==> config.mk <==
export PLATFORM = sky130hd
export DESIGN_NAME = hash_message_padder_512_flat
export DESIGN_NICKNAME = d
export VERILOG_FILES = /design/src/hmp_pkg.sv /design/src/hmp_if.sv /design/src/hash_message_padder_512.sv /design/src/hmp_ctrl.sv /design/src/hmp_datapath.sv /design/src/flat_wrapper.sv
export VERILOG_INCLUDE_DIRS = /design/src /design/src/src
export SDC_FILE = /design/constraint.sdc
export NUM_CORES = 1
export LEC_CHECK = 0
export BUFFER_PORTS_ARGS = -buffer_cell sky130_fd_sc_hd__buf_2
export CORE_MARGIN = 5
export CORE_UTILIZATION = 48
export CTS_CLUSTER_DIAMETER = 40
export DETAILED_ROUTE_END_ITERATION = 12
export GPL_ROUTABILITY_DRIVEN = 0
export PLACE_DENSITY_LB_ADDON = 0.1
export SYNTH_ARGS = -nofsm -noshare
export SYNTH_HDL_FRONTEND = slang
export SYNTH_SLANG_ARGS = --single-unit
==> constraint.sdc <==
create_clock -name clk_i -period 3.63 [get_ports clk_i]
set_input_delay 0.363 -clock clk_i [delete_from_list [all_inputs] [get_ports clk_i]]
set_output_delay 0.363 -clock clk_i [all_outputs]
set_load 0.05 [all_outputs]
==> src/assert_macros.svh <==
// Assertion macros shared by the padder modules.
`ifndef ASSERT_MACROS_SVH
`define ASSERT_MACROS_SVH

// Implication or plain property, checked on the rising clock, off during reset.
`define HMP_ASSERT(label, clk, rst_n, prop) \
  label: assert property (@(posedge clk) disable iff (!(rst_n)) (prop)) \
    else $error("%m: check failed");

// Condition that must never hold.
`define HMP_ASSERT_NEVER(label, clk, rst_n, cond) \
  label: assert property (@(posedge clk) disable iff (!(rst_n)) !(cond)) \
    else $error("%m: forbidden condition seen");

`endif

==> src/hmp_pkg.sv <==
// Types, constants and helper functions of the hash message padder.
package hmp_pkg;

  localparam int unsigned CountWidth = 61;   // message byte counter, bit length mod 2^64
  localparam logic [7:0]  PadMarker  = 8'h80;
  localparam logic [3:0]  LenWordIdx = 4'd14; // word slot of the low length word (byte 56)

  typedef enum logic [2:0] {
    S_IDLE,
    S_PAD,
    S_ZERO,
    S_LEN_LO,
    S_LEN_HI
  } state_e;

  typedef struct packed {
    logic take;         // accept the input word in the datapath
    logic emit_first;   // partial bytes + marker
    logic emit_zero;    // all-zero padding word
    logic emit_len_lo;  // length bits 31:0, byte reversed
    logic emit_len_hi;  // length bits 63:32, byte reversed, final word
  } ctrl_cmd_t;

  typedef struct packed {
    logic can_load;     // output register free or draining this cycle
    logic ptr_at_len;   // next padding slot is the length field
  } dp_status_t;

  function automatic logic [31:0] swap32(input logic [31:0] w);
    return {w[7:0], w[15:8], w[23:16], w[31:24]};
  endfunction

endpackage

==> src/hmp_if.sv <==
// Valid/ready channels: message bytes in, padded words out.
interface hmp_in_if;
  logic       valid;
  logic       ready;
  logic [7:0] msg_byte;
  logic       carries_byte;
  logic       is_last;

  modport source (output valid, msg_byte, carries_byte, is_last, input ready);
  modport sink   (input valid, msg_byte, carries_byte, is_last, output ready);
endinterface

interface hmp_out_if;
  logic        valid;
  logic        ready;
  logic [31:0] out_word;
  logic        last_word;

  modport source (output valid, out_word, last_word, input ready);
  modport sink   (input valid, out_word, last_word, output ready);
endinterface

==> src/hash_message_padder_512.sv <==
// Top level of the 512-bit-block hash message padder.
// Message bytes enter one per cycle on msg_i, while no flush runs and the output
// register is free, and leave as 32-bit words of the padded stream on word_o (first
// stream byte in bits 31:24, or 7:0 when swap_words is set; the two length words are
// never swapped). The item marked is_last starts the flush: the controller then holds
// msg_i off while it emits the marker word, the zero words up to byte 56 of the block
// and the two length words, one word per cycle while word_o does not stall, with an
// idle step in S_ZERO on the way into the length words. Word output is registered;
// backpressure on word_o stalls the flush.
// swap_words may be written only while no message is being flushed.
module hash_message_padder_512 (
  input  logic      clk_i,
  input  logic      rst_ni,
  input  logic      swap_words_we_i,
  input  logic      swap_words_i,
  hmp_in_if.sink    msg_i,
  hmp_out_if.source word_o
);

  hmp_pkg::ctrl_cmd_t  cmd;
  hmp_pkg::dp_status_t status;

  hmp_ctrl u_ctrl (
    .clk_i        (clk_i),
    .rst_ni       (rst_ni),
    .in_valid_i   (msg_i.valid),
    .in_is_last_i (msg_i.is_last),
    .in_ready_o   (msg_i.ready),
    .status_i     (status),
    .cmd_o        (cmd)
  );

  hmp_datapath u_datapath (
    .clk_i           (clk_i),
    .rst_ni          (rst_ni),
    .swap_words_we_i (swap_words_we_i),
    .swap_words_i    (swap_words_i),
    .msg_byte_i      (msg_i.msg_byte),
    .carries_byte_i  (msg_i.carries_byte),
    .cmd_i           (cmd),
    .status_o        (status),
    .out_valid_o     (word_o.valid),
    .out_ready_i     (word_o.ready),
    .out_word_o      (word_o.out_word),
    .last_word_o     (word_o.last_word)
  );

endmodule

==> src/hmp_ctrl.sv <==
// Padder controller: sequences byte intake and the padding/length flush.
`include "assert_macros.svh"

module hmp_ctrl (
  input  logic                  clk_i,
  input  logic                  rst_ni,
  input  logic                  in_valid_i,
  input  logic                  in_is_last_i,
  output logic                  in_ready_o,
  input  hmp_pkg::dp_status_t   status_i,
  output hmp_pkg::ctrl_cmd_t    cmd_o
);

  hmp_pkg::state_e state_q, state_d;

  always_ff @(posedge clk_i or negedge rst_ni) begin
    if (!rst_ni) begin
      state_q <= hmp_pkg::S_IDLE;
    end else begin
      state_q <= state_d;
    end
  end

  always_comb begin
    state_d    = state_q;
    cmd_o      = '0;
    in_ready_o = 1'b0;
    case (state_q)
      hmp_pkg::S_IDLE: begin
        // a byte may complete a word, so the output slot must be free
        in_ready_o = status_i.can_load;
        if (in_valid_i && status_i.can_load) begin
          cmd_o.take = 1'b1;
          if (in_is_last_i) begin
            state_d = hmp_pkg::S_PAD;
          end
        end
      end
      hmp_pkg::S_PAD: begin
        if (status_i.can_load) begin
          cmd_o.emit_first = 1'b1;
          state_d          = hmp_pkg::S_ZERO;
        end
      end
      hmp_pkg::S_ZERO: begin
        if (status_i.ptr_at_len) begin
          state_d = hmp_pkg::S_LEN_LO;
        end else if (status_i.can_load) begin
          cmd_o.emit_zero = 1'b1;
        end
      end
      hmp_pkg::S_LEN_LO: begin
        if (status_i.can_load) begin
          cmd_o.emit_len_lo = 1'b1;
          state_d           = hmp_pkg::S_LEN_HI;
        end
      end
      hmp_pkg::S_LEN_HI: begin
        if (status_i.can_load) begin
          cmd_o.emit_len_hi = 1'b1;
          state_d           = hmp_pkg::S_IDLE;
        end
      end
      default: begin
        state_d = hmp_pkg::S_IDLE;
      end
    endcase
  end

  `HMP_ASSERT(a_one_cmd, clk_i, rst_ni, $onehot0(cmd_o))
  `HMP_ASSERT(a_len_order, clk_i, rst_ni, cmd_o.emit_len_lo |=> (state_q == hmp_pkg::S_LEN_HI))

endmodule

==> src/hmp_datapath.sv <==
// Padder datapath: byte packing, counters, word assembly and output register.
`include "assert_macros.svh"

module hmp_datapath (
  input  logic                 clk_i,
  input  logic                 rst_ni,
  input  logic                 swap_words_we_i,
  input  logic                 swap_words_i,
  input  logic [7:0]           msg_byte_i,
  input  logic                 carries_byte_i,
  input  hmp_pkg::ctrl_cmd_t   cmd_i,
  output hmp_pkg::dp_status_t  status_o,
  output logic                 out_valid_o,
  input  logic                 out_ready_i,
  output logic [31:0]          out_word_o,
  output logic                 last_word_o
);

  logic [hmp_pkg::CountWidth-1:0] count_q, count_d;
  logic [23:0] part_q, part_d;
  logic [1:0]  fill_q, fill_d;
  logic [3:0]  ptr_q, ptr_d;
  logic        swap_q;
  logic        out_valid_q, out_valid_d;
  logic [31:0] out_word_q, out_word_d;
  logic        out_last_q, out_last_d;

  logic        can_load;
  logic        byte_word;
  logic        load_out;
  logic [31:0] first_word;
  logic [31:0] raw_word;
  logic [63:0] bit_len;

  assign can_load   = !out_valid_q || out_ready_i;
  assign byte_word  = cmd_i.take && carries_byte_i && (fill_q == 2'd3);
  assign load_out   = byte_word || cmd_i.emit_first || cmd_i.emit_zero ||
                      cmd_i.emit_len_lo || cmd_i.emit_len_hi;
  assign bit_len    = {count_q, 3'b000};

  assign status_o.can_load   = can_load;
  assign status_o.ptr_at_len = (ptr_q == hmp_pkg::LenWordIdx);

  // pending bytes sit in the low end of part_q, oldest first
  always_comb begin
    case (fill_q)
      2'd0:    first_word = {hmp_pkg::PadMarker, 24'h000000};
      2'd1:    first_word = {part_q[7:0], hmp_pkg::PadMarker, 16'h0000};
      2'd2:    first_word = {part_q[15:0], hmp_pkg::PadMarker, 8'h00};
      default: first_word = {part_q, hmp_pkg::PadMarker};
    endcase
  end

  always_comb begin
    count_d     = count_q;
    part_d      = part_q;
    fill_d      = fill_q;
    ptr_d       = ptr_q;
    out_valid_d = out_valid_q && !out_ready_i;
    out_word_d  = out_word_q;
    out_last_d  = out_last_q;
    raw_word    = '0;

    if (cmd_i.take && carries_byte_i) begin
      count_d = count_q + hmp_pkg::CountWidth'(1);
      if (fill_q == 2'd3) begin
        part_d = '0;
        fill_d = 2'd0;
      end else begin
        part_d = {part_q[15:0], msg_byte_i};
        fill_d = fill_q + 2'd1;
      end
    end

    if (cmd_i.emit_first) begin
      ptr_d = count_q[5:2] + 4'd1;
    end
    if (cmd_i.emit_zero) begin
      ptr_d = ptr_q + 4'd1;
    end

    if (byte_word) begin
      raw_word = {part_q, msg_byte_i};
    end else if (cmd_i.emit_first) begin
      raw_word = first_word;
    end

    if (load_out) begin
      out_valid_d = 1'b1;
      out_last_d  = cmd_i.emit_len_hi;
      if (cmd_i.emit_len_lo) begin
        out_word_d = hmp_pkg::swap32(bit_len[31:0]);
      end else if (cmd_i.emit_len_hi) begin
        out_word_d = hmp_pkg::swap32(bit_len[63:32]);
      end else begin
        out_word_d = swap_q ? hmp_pkg::swap32(raw_word) : raw_word;
      end
    end

    // message done: back to a clean state for the next one
    if (cmd_i.emit_len_hi) begin
      count_d = '0;
      part_d  = '0;
      fill_d  = 2'd0;
    end
  end

  always_ff @(posedge clk_i or negedge rst_ni) begin
    if (!rst_ni) begin
      count_q     <= '0;
      part_q      <= '0;
      fill_q      <= 2'd0;
      ptr_q       <= 4'd0;
      swap_q      <= 1'b0;
      out_valid_q <= 1'b0;
      out_last_q  <= 1'b0;
    end else begin
      count_q     <= count_d;
      part_q      <= part_d;
      fill_q      <= fill_d;
      ptr_q       <= ptr_d;
      out_valid_q <= out_valid_d;
      out_last_q  <= out_last_d;
      if (swap_words_we_i) begin
        swap_q <= swap_words_i;
      end
    end
  end

  always_ff @(posedge clk_i) begin
    out_word_q <= out_word_d;
  end

  assign out_valid_o = out_valid_q;
  assign out_word_o  = out_word_q;
  assign last_word_o = out_last_q;

  `HMP_ASSERT_NEVER(a_no_overwrite, clk_i, rst_ni, load_out && !can_load)
  `HMP_ASSERT(a_last_flag, clk_i, rst_ni, cmd_i.emit_len_hi |=> (out_valid_q && out_last_q))

endmodule

==> src/flat_wrapper.sv <==
// flat-port wrapper written by rule: the top's interface ports become plain ports
module hash_message_padder_512_flat 
  (clk_i, rst_ni, swap_words_we_i, swap_words_i, msg_i_valid, msg_i_msg_byte, msg_i_carries_byte, msg_i_is_last, msg_i_ready, word_o_valid, word_o_out_word, word_o_last_word, word_o_ready);
  hmp_in_if msg_i_i ();
  hmp_out_if word_o_i ();
  input  logic clk_i;
  input  logic rst_ni;
  input  logic swap_words_we_i;
  input  logic swap_words_i;
  input wire logic [$bits(msg_i_i.valid)-1:0] msg_i_valid;
  input wire logic [$bits(msg_i_i.msg_byte)-1:0] msg_i_msg_byte;
  input wire logic [$bits(msg_i_i.carries_byte)-1:0] msg_i_carries_byte;
  input wire logic [$bits(msg_i_i.is_last)-1:0] msg_i_is_last;
  output wire logic [$bits(msg_i_i.ready)-1:0] msg_i_ready;
  output wire logic [$bits(word_o_i.valid)-1:0] word_o_valid;
  output wire logic [$bits(word_o_i.out_word)-1:0] word_o_out_word;
  output wire logic [$bits(word_o_i.last_word)-1:0] word_o_last_word;
  input wire logic [$bits(word_o_i.ready)-1:0] word_o_ready;
  assign msg_i_i.valid = msg_i_valid;
  assign msg_i_i.msg_byte = msg_i_msg_byte;
  assign msg_i_i.carries_byte = msg_i_carries_byte;
  assign msg_i_i.is_last = msg_i_is_last;
  assign msg_i_ready = msg_i_i.ready;
  assign word_o_valid = word_o_i.valid;
  assign word_o_out_word = word_o_i.out_word;
  assign word_o_last_word = word_o_i.last_word;
  assign word_o_i.ready = word_o_ready;
  hash_message_padder_512 u_core (.clk_i(clk_i), .rst_ni(rst_ni), .swap_words_we_i(swap_words_we_i), .swap_words_i(swap_words_i), .msg_i(msg_i_i), .word_o(word_o_i));
endmodule
# --- Word level (Yosys, flattened, before mapping) ---
# Index checks and enable logic that the tools add are counted.
totals:
  register_bits: 129
  inputBits: 16
classes:
  n_addsub: 4
  n_eq_ne: 14
  muxes: 33
  reduce_logical: 16
op_table:
  columns: ["operator", "n"]
  rows:
  - ["32-bit two-way mux", 5]
  - ["61-bit two-way mux", 2]
  - ["32-bit case mux with 3 select lines", 1]
  - ["24-bit two-way mux", 3]
  - ["61-bit by 1-bit adder with 61-bit output (second input constant)", 1]
  - ["3-bit two-way mux", 6]
  - ["3-bit case mux with 5 select lines", 1]
  - ["1-bit two-way mux", 10]
  - ["2-bit != test (second input constant)", 5]
  - ["4-bit by 1-bit adder with 4-bit output (second input constant)", 2]
  - ["4-bit two-way mux", 2]
  - ["3-bit by 2-bit == test with 1-bit output (second input constant)", 2]
  - ["2-bit two-way mux", 3]
  - ["6-bit AND reduction", 1]
  - ["1-bit logical OR", 5]
  - ["2-bit == test (second input constant)", 2]
  - ["4-bit == test (second input constant)", 1]
  - ["1-bit logical AND", 4]
  - ["2-bit nonzero test", 2]
  - ["3-bit by 1-bit == test with 1-bit output (second input constant)", 1]
  - ["3-bit == test (second input constant)", 1]
  - ["3-bit zero test", 1]
  - ["2-bit by 1-bit adder with 2-bit output (second input constant)", 1]
  - ["2-bit by 1-bit == test with 1-bit output (second input constant)", 1]
  - ["other kinds (3)", 4]

# --- Longest topological paths before layout ---
logic_depth:
  ltp_word: 12
  mapped_depth: 8
  depth_no_buf: 6

# --- Cells and area by module ---
# Synthesis repeated with hierarchy kept, for this count alone.
hier_totals:
  hier_cells: 708
  area_unflattened_um2: 6986.7
by_module_without_submodules:
  columns: ["module", "n_inst", "cells_each", "area_each_um2"]
  rows:
  - ["hmp_datapath", 1, 687, 6787.8]
  - ["hmp_ctrl", 1, 21, 198.9]

# --- Worst setup path before layout ---
# OpenSTA, ideal clock, no wires.
synth_timing:
  kind: "flip-flop to flip-flop"
  startpoint: "reg u_core.u_datapath.out_valid_q (netlist: u_core.u_datapath.out_valid_o)"
  endpoint: "reg u_core.u_datapath.out_word_q[0] (netlist: u_core.u_datapath.out_word_o[0]) (enable)"
  setup_ns: 0.388
  arrival_ns: 2.176
  required_ns: 3.242
  slack_ns: 1.065
  stages_incl_launch_ff: 6
  path_buffers: 2
  period_less_slack_ns: 2.565
  path_cell_list: "dfrtp_1 -> nand2b_1 -> and3_1 -> buf_4 -> clkbuf_1 -> a211o_1"
synth_via:
  elab_chain_cells: 11
  word_cells_on_any_way: 17
synth_lines:
  columns: ["element", "line_no", "text"]
  rows:
  - ["from (decl)", "hmp_datapath.sv:24", "logic out_valid_q, out_valid_d;"]
  - ["from (signal assigned)", "hmp_datapath.sv:122", "out_valid_q <= out_valid_d;"]
  - ["1-bit zero test (*)", "hmp_datapath.sv:35", "assign can_load = !out_valid_q || out_ready_i;"]
  - ["1-bit logical OR (*)", "hmp_datapath.sv:35", null]
  - ["1-bit logical AND", "hmp_ctrl.sv:32", "if (in_valid_i && status_i.can_load) begin"]
  - ["1-bit two-way mux", "hmp_ctrl.sv:32", null]
  - ["1-bit two-way mux", "hmp_ctrl.sv:28", "case (state_q)"]
  - ["1-bit logical AND (2 in series)", "hmp_datapath.sv:36", "assign byte_word = cmd_i.take && carries_byte_i && (fill_q == 2'd3);"]
  - ["1-bit logical OR (3 in series)", "hmp_datapath.sv:37", "assign load_out = byte_word || cmd_i.emit_first || cmd_i.emit_zero ||"]
  - ["1-bit logical OR (*)", "hmp_datapath.sv:38", "cmd_i.emit_len_lo || cmd_i.emit_len_hi;"]
  - ["net u_core.u_datapath.load_out", "hmp_datapath.sv:30", "logic load_out;"]
  - ["to (signal assigned)", "hmp_datapath.sv:131", "out_word_q <= out_word_d;"]
  - ["to (decl)", "hmp_datapath.sv:25", "logic [31:0] out_word_q, out_word_d;"]
# Mark *: on every way through the listed nets, which the timed path passes. The rest lies on a longest branch.
# A chain may end at the register's enable or synchronous reset.

# --- Final worst setup path ---
layout_timing:
  startpoint: "reg u_core.u_ctrl.state_q[1]"
  endpoint: "reg u_core.u_datapath.out_word_q[22] (netlist: u_core.u_datapath.out_word_o[22]) (data pin)"
layout_via:
  elab_chain_cells: 8
  word_cells_on_any_way: 15
layout_lines:
  columns: ["element", "line_no", "text"]
  rows:
  - ["from (decl)", "hmp_ctrl.sv:14", "hmp_pkg::state_e state_q, state_d;"]
  - ["from (signal assigned)", "hmp_ctrl.sv:18", "state_q <= hmp_pkg::S_IDLE;"]
  - ["from (signal assigned)", "hmp_ctrl.sv:20", "state_q <= state_d;"]
  - ["3-bit zero test", "hmp_ctrl.sv:28", null]
  - ["1-bit two-way mux", "hmp_ctrl.sv:28", null]
  - ["1-bit logical AND (2 in series)", "hmp_datapath.sv:36", null]
  - ["32-bit two-way mux", "hmp_datapath.sv:82", "if (byte_word) begin"]
  - ["32-bit two-way mux", "hmp_datapath.sv:96", "out_word_d = swap_q ? hmp_pkg::swap32(raw_word) : raw_word;"]
  - ["32-bit two-way mux", "hmp_datapath.sv:93", "end else if (cmd_i.emit_len_hi) begin"]
  - ["32-bit two-way mux (*)", "hmp_datapath.sv:91", "if (cmd_i.emit_len_lo) begin"]
# Every way passes the cells marked *; elsewhere a longest branch is shown, timed or not.

==> metrics <==
status completed; Initial Util 0.485; synthesized cell area ~0.007 mm^2; placed instance area around 0.0074 mm^2; gr ovfl total 0; final hold vios 0; core footprint 0.0144 mm^2; Setup crit start kind flip-flop; Yosys top cell area share 0.347; Post-CTS Setup Bufs 0; I/O Pins just over 50; Post-Place Setup Slack 0.896 ns; Final Instance Area roughly 0.008 mm^2; first-pass detailed-route iteration total 6; switch share 0.407; CP Capture Type flip-flop; total design power around 5.9 mW; RSZ-0062 raised after global routing false; Arrival @ worst endpoint approximately 2.8 ns; Layout Skew between 0.01 and 0.015 ns; buffers plus inverters on the worst setup path 0; post-CTS resize count 0; via count 6322; post-synthesis sequential area ratio 0.484; DRT iter0 DRCs 787; initial antenna violation count 0; Die Span Y 131 um; Post-synth EDFFs 32; Internal 3.50 mW; Gate Count Post-Synth 730; CP max stage cell or3b_1; layout cells sized above 1 0.146; biggest area consumer among synthesized cells dfrtp_1; syn_nets 752; Mean Syn Cell Area about 9.6 um^2; All-Layer GR Usage 0.256; latest clock arrival within the worst-skew pair approximately 0.43 ns; power share of the sequential group 0.376; Synth-to-Final Area Change 14.5%; kind of critical path reg2reg; Hold Crit Class in2reg; Avg WL per Cell approximately 22 um; post-synthesis register bit count 129; CTS tree yes; power density over the cells between 700 and 800 mW/mm^2; Gate power share 0.334; TritonCTS Sinks 129; Syn. warnings 0; post-DP HPWL around 15 mm; Crit path largest cell delay roughly 0.50 ns; crit path cell chain or3b_1 > a21oi_1 > or2_1 > nor2_1 > a221o_1; H-tree depth 4; WHS 0.140 ns; Top Family by Delay on Critical Path simple AND/OR/NAND/NOR gates; final setup vio count 0; Inst Count DP 931; Layout Cells excl Fill 964; Tmin final 2.67 ns; Routed WL around 21 mm; Max FO, Critical Path 12; Worst VDD drop about 470 uV; Clk pwr share 0.290; vias in the first global route around 5900; die area between 0.015 and 0.02 mm^2; Slew @ Worst Pin between 1 and 1.5 ns; first-pass GRT wire length 33.0 mm; Netlist cell types 57; Req. time, crit path roughly 3.8 ns; ranking of synthesized cells by area dfrtp_1 (35%), edfxtp_1 (14%), a21oi_1 (5.3%); relative slew slack 0.329; Psw 2.40 mW; number of buffers created by CTS 17; Root Driver clkbuf_16; largest net degree at the start of global routing 48; DIE WIDTH roughly 130 um; Final Core Density 0.556; FMAX between 300 and 400 MHz; clk slew on worst S/H paths 0.05 ns; maxcap violations 0; Setup TNS 0 ns; post-route ant nets 0; clock buffer depth 2; row count between 40 and 50; setup ws final between 0.9 and 1 ns; Total Nets Final between 700 and 800; ys async rst share 0.752; Tcrit/Tclk final 0.735; diode count 0; Port Buffer Count 50; vias per inst around 6.6; fin. max-slew vios 0; drt drc 0; Leakage 3.14 nW; Main synth FF type dfrtp_1
power groups by stage:
stage	clock (mW)	sequential, mW	combinational, mW
3_3_place_gp	0	2.23	1.95
2_1_floorplan	0	2.81	0.831
4_1_cts	1.73	2.21	1.97
3_5_place_dp	0	2.23	1.97
6_report	1.71	2.22	1.97
5_1_grt	1.79	2.25	2.11
state kept, by name, summed over array words and instances, names as in the netlist:
| signal | cells |
|---|---|
| u_core.u_datapath.part_q | 24 |
| u_core.u_datapath.count_q | 61 |
| u_core.u_ctrl.state_q | 3 |
| u_core.u_datapath.last_word_o | 1 |
| u_core.u_datapath.out_word_o | 32 |
| u_core.u_datapath.ptr_q | 4 |
| u_core.u_datapath.swap_q | 1 |
| u_core.u_datapath.out_valid_o | 1 |
| u_core.u_datapath.fill_q | 2 |
cell type report:
type / instances / area, um^2
Clock buffer: 28 / 548
Clock inverter: 4 / 45.0
Tap cell: 184 / 230
Sequential cell: 129 / 3390
Fill cell: 1289 / 6410
Inverter: 17 / 63.8
Multi-Input combinational cell: 535 / 3340
Timing Repair Buffer: 67 / 395
per-layer routing:
| layer | part of all wire | wire length (um) | GRT usage | vias up |
|---|---|---|---|---|
| met4 | 0.027 | 573 | 0.0926 | 0 |
| met2 | 0.46 | 9820 | 0.396 | 277 |
| met3 | 0.086 | 1830 | 0.0585 | 33 |
| met5 | 0 | 0 | 0 | - |
| met1 | 0.43 | 9080 | 0.354 | 3144 |
| li1 | - | - | - | 2868 |
what timing repair did:
action	4_1_cts	5_1_grt
endpoints found under the hold margin	23	0
endpoints found under the setup margin	0	0
hold buffers	1	0
worst paths after layout:
path / startpoint / end / slack [ns] / cells past startpoint
min in group asynchronous: rst_ni / u_core.u_datapath.count_q[49] / 0.39 / 2
worst max-delay path: u_core.u_ctrl.state_q[1] / u_core.u_datapath.out_word_o[22] / 0.96 / 5
worst max register to register: u_core.u_ctrl.state_q[1] / u_core.u_datapath.out_word_o[22] / 0.96 / 5
max in group asynchronous: rst_ni / u_core.u_datapath.count_q[40] / 2.41 / 3
worst min register to register: u_core.u_datapath.ptr_q[3] / u_core.u_datapath.ptr_q[3] / 0.50 / 1
worst min-delay path: swap_words_we_i / u_core.u_datapath.swap_q / 0.14 / 2
cell families (layout without fill, tap and decap cells):
| family | after synthesis | count (layout) | share of synthesized area |
|---|---|---|---|
| AND/OR/NAND/NOR | 288 | 288 | 0.235 |
| XOR/XNOR | 24 | 24 | 0.0300 |
| buffers and inverters | 66 | 116 | 0.0395 |
| AO/OA/AOI/OAI | 214 | 214 | 0.196 |
| flip-flops | 129 | 129 | 0.484 |
| multiplexers | 3 | 3 | 0.00482 |
| adder cells (fa/ha/maj) | 6 | 6 | 0.0107 |
layout by cell type, fill, tap and decap left out, drive strengths merged, types with 20 or more instances in the layout:
cell type,instances
a21oi,75
buf,66
clkbuf,28
dfrtp,97
edfxtp,32
nand2,62
nand3,34
nand3b,20
nand4,27
nor2,39
o21ai,46
o31ai,21
or3,23
or4,23
synth_stat cells (4+ instances only):
library cell   n
a22oi_1       15
a221o_1        7
a31o_2         4
a22o_1         5
buf_1         10
dfrtp_1       97
edfxtp_1      32
or4_1         23
and3_1        11
nand3_2        5
o21ai_0       46
a222oi_1      16
nand2_1       61
clkbuf_1      25
ha_1           6
and4_1         4
buf_2         10
nand4_1       26
inv_1         17
o31ai_1       21
xnor2_1        7
xor2_1        17
nand3_1       29
nor4_1         5
or3_1         23
nand3b_1      20
nor2_1        39
nor3_1        16
a21oi_1       74
a31oi_1        7
nand2b_1       8
Power figures use the tool's default switching activity.
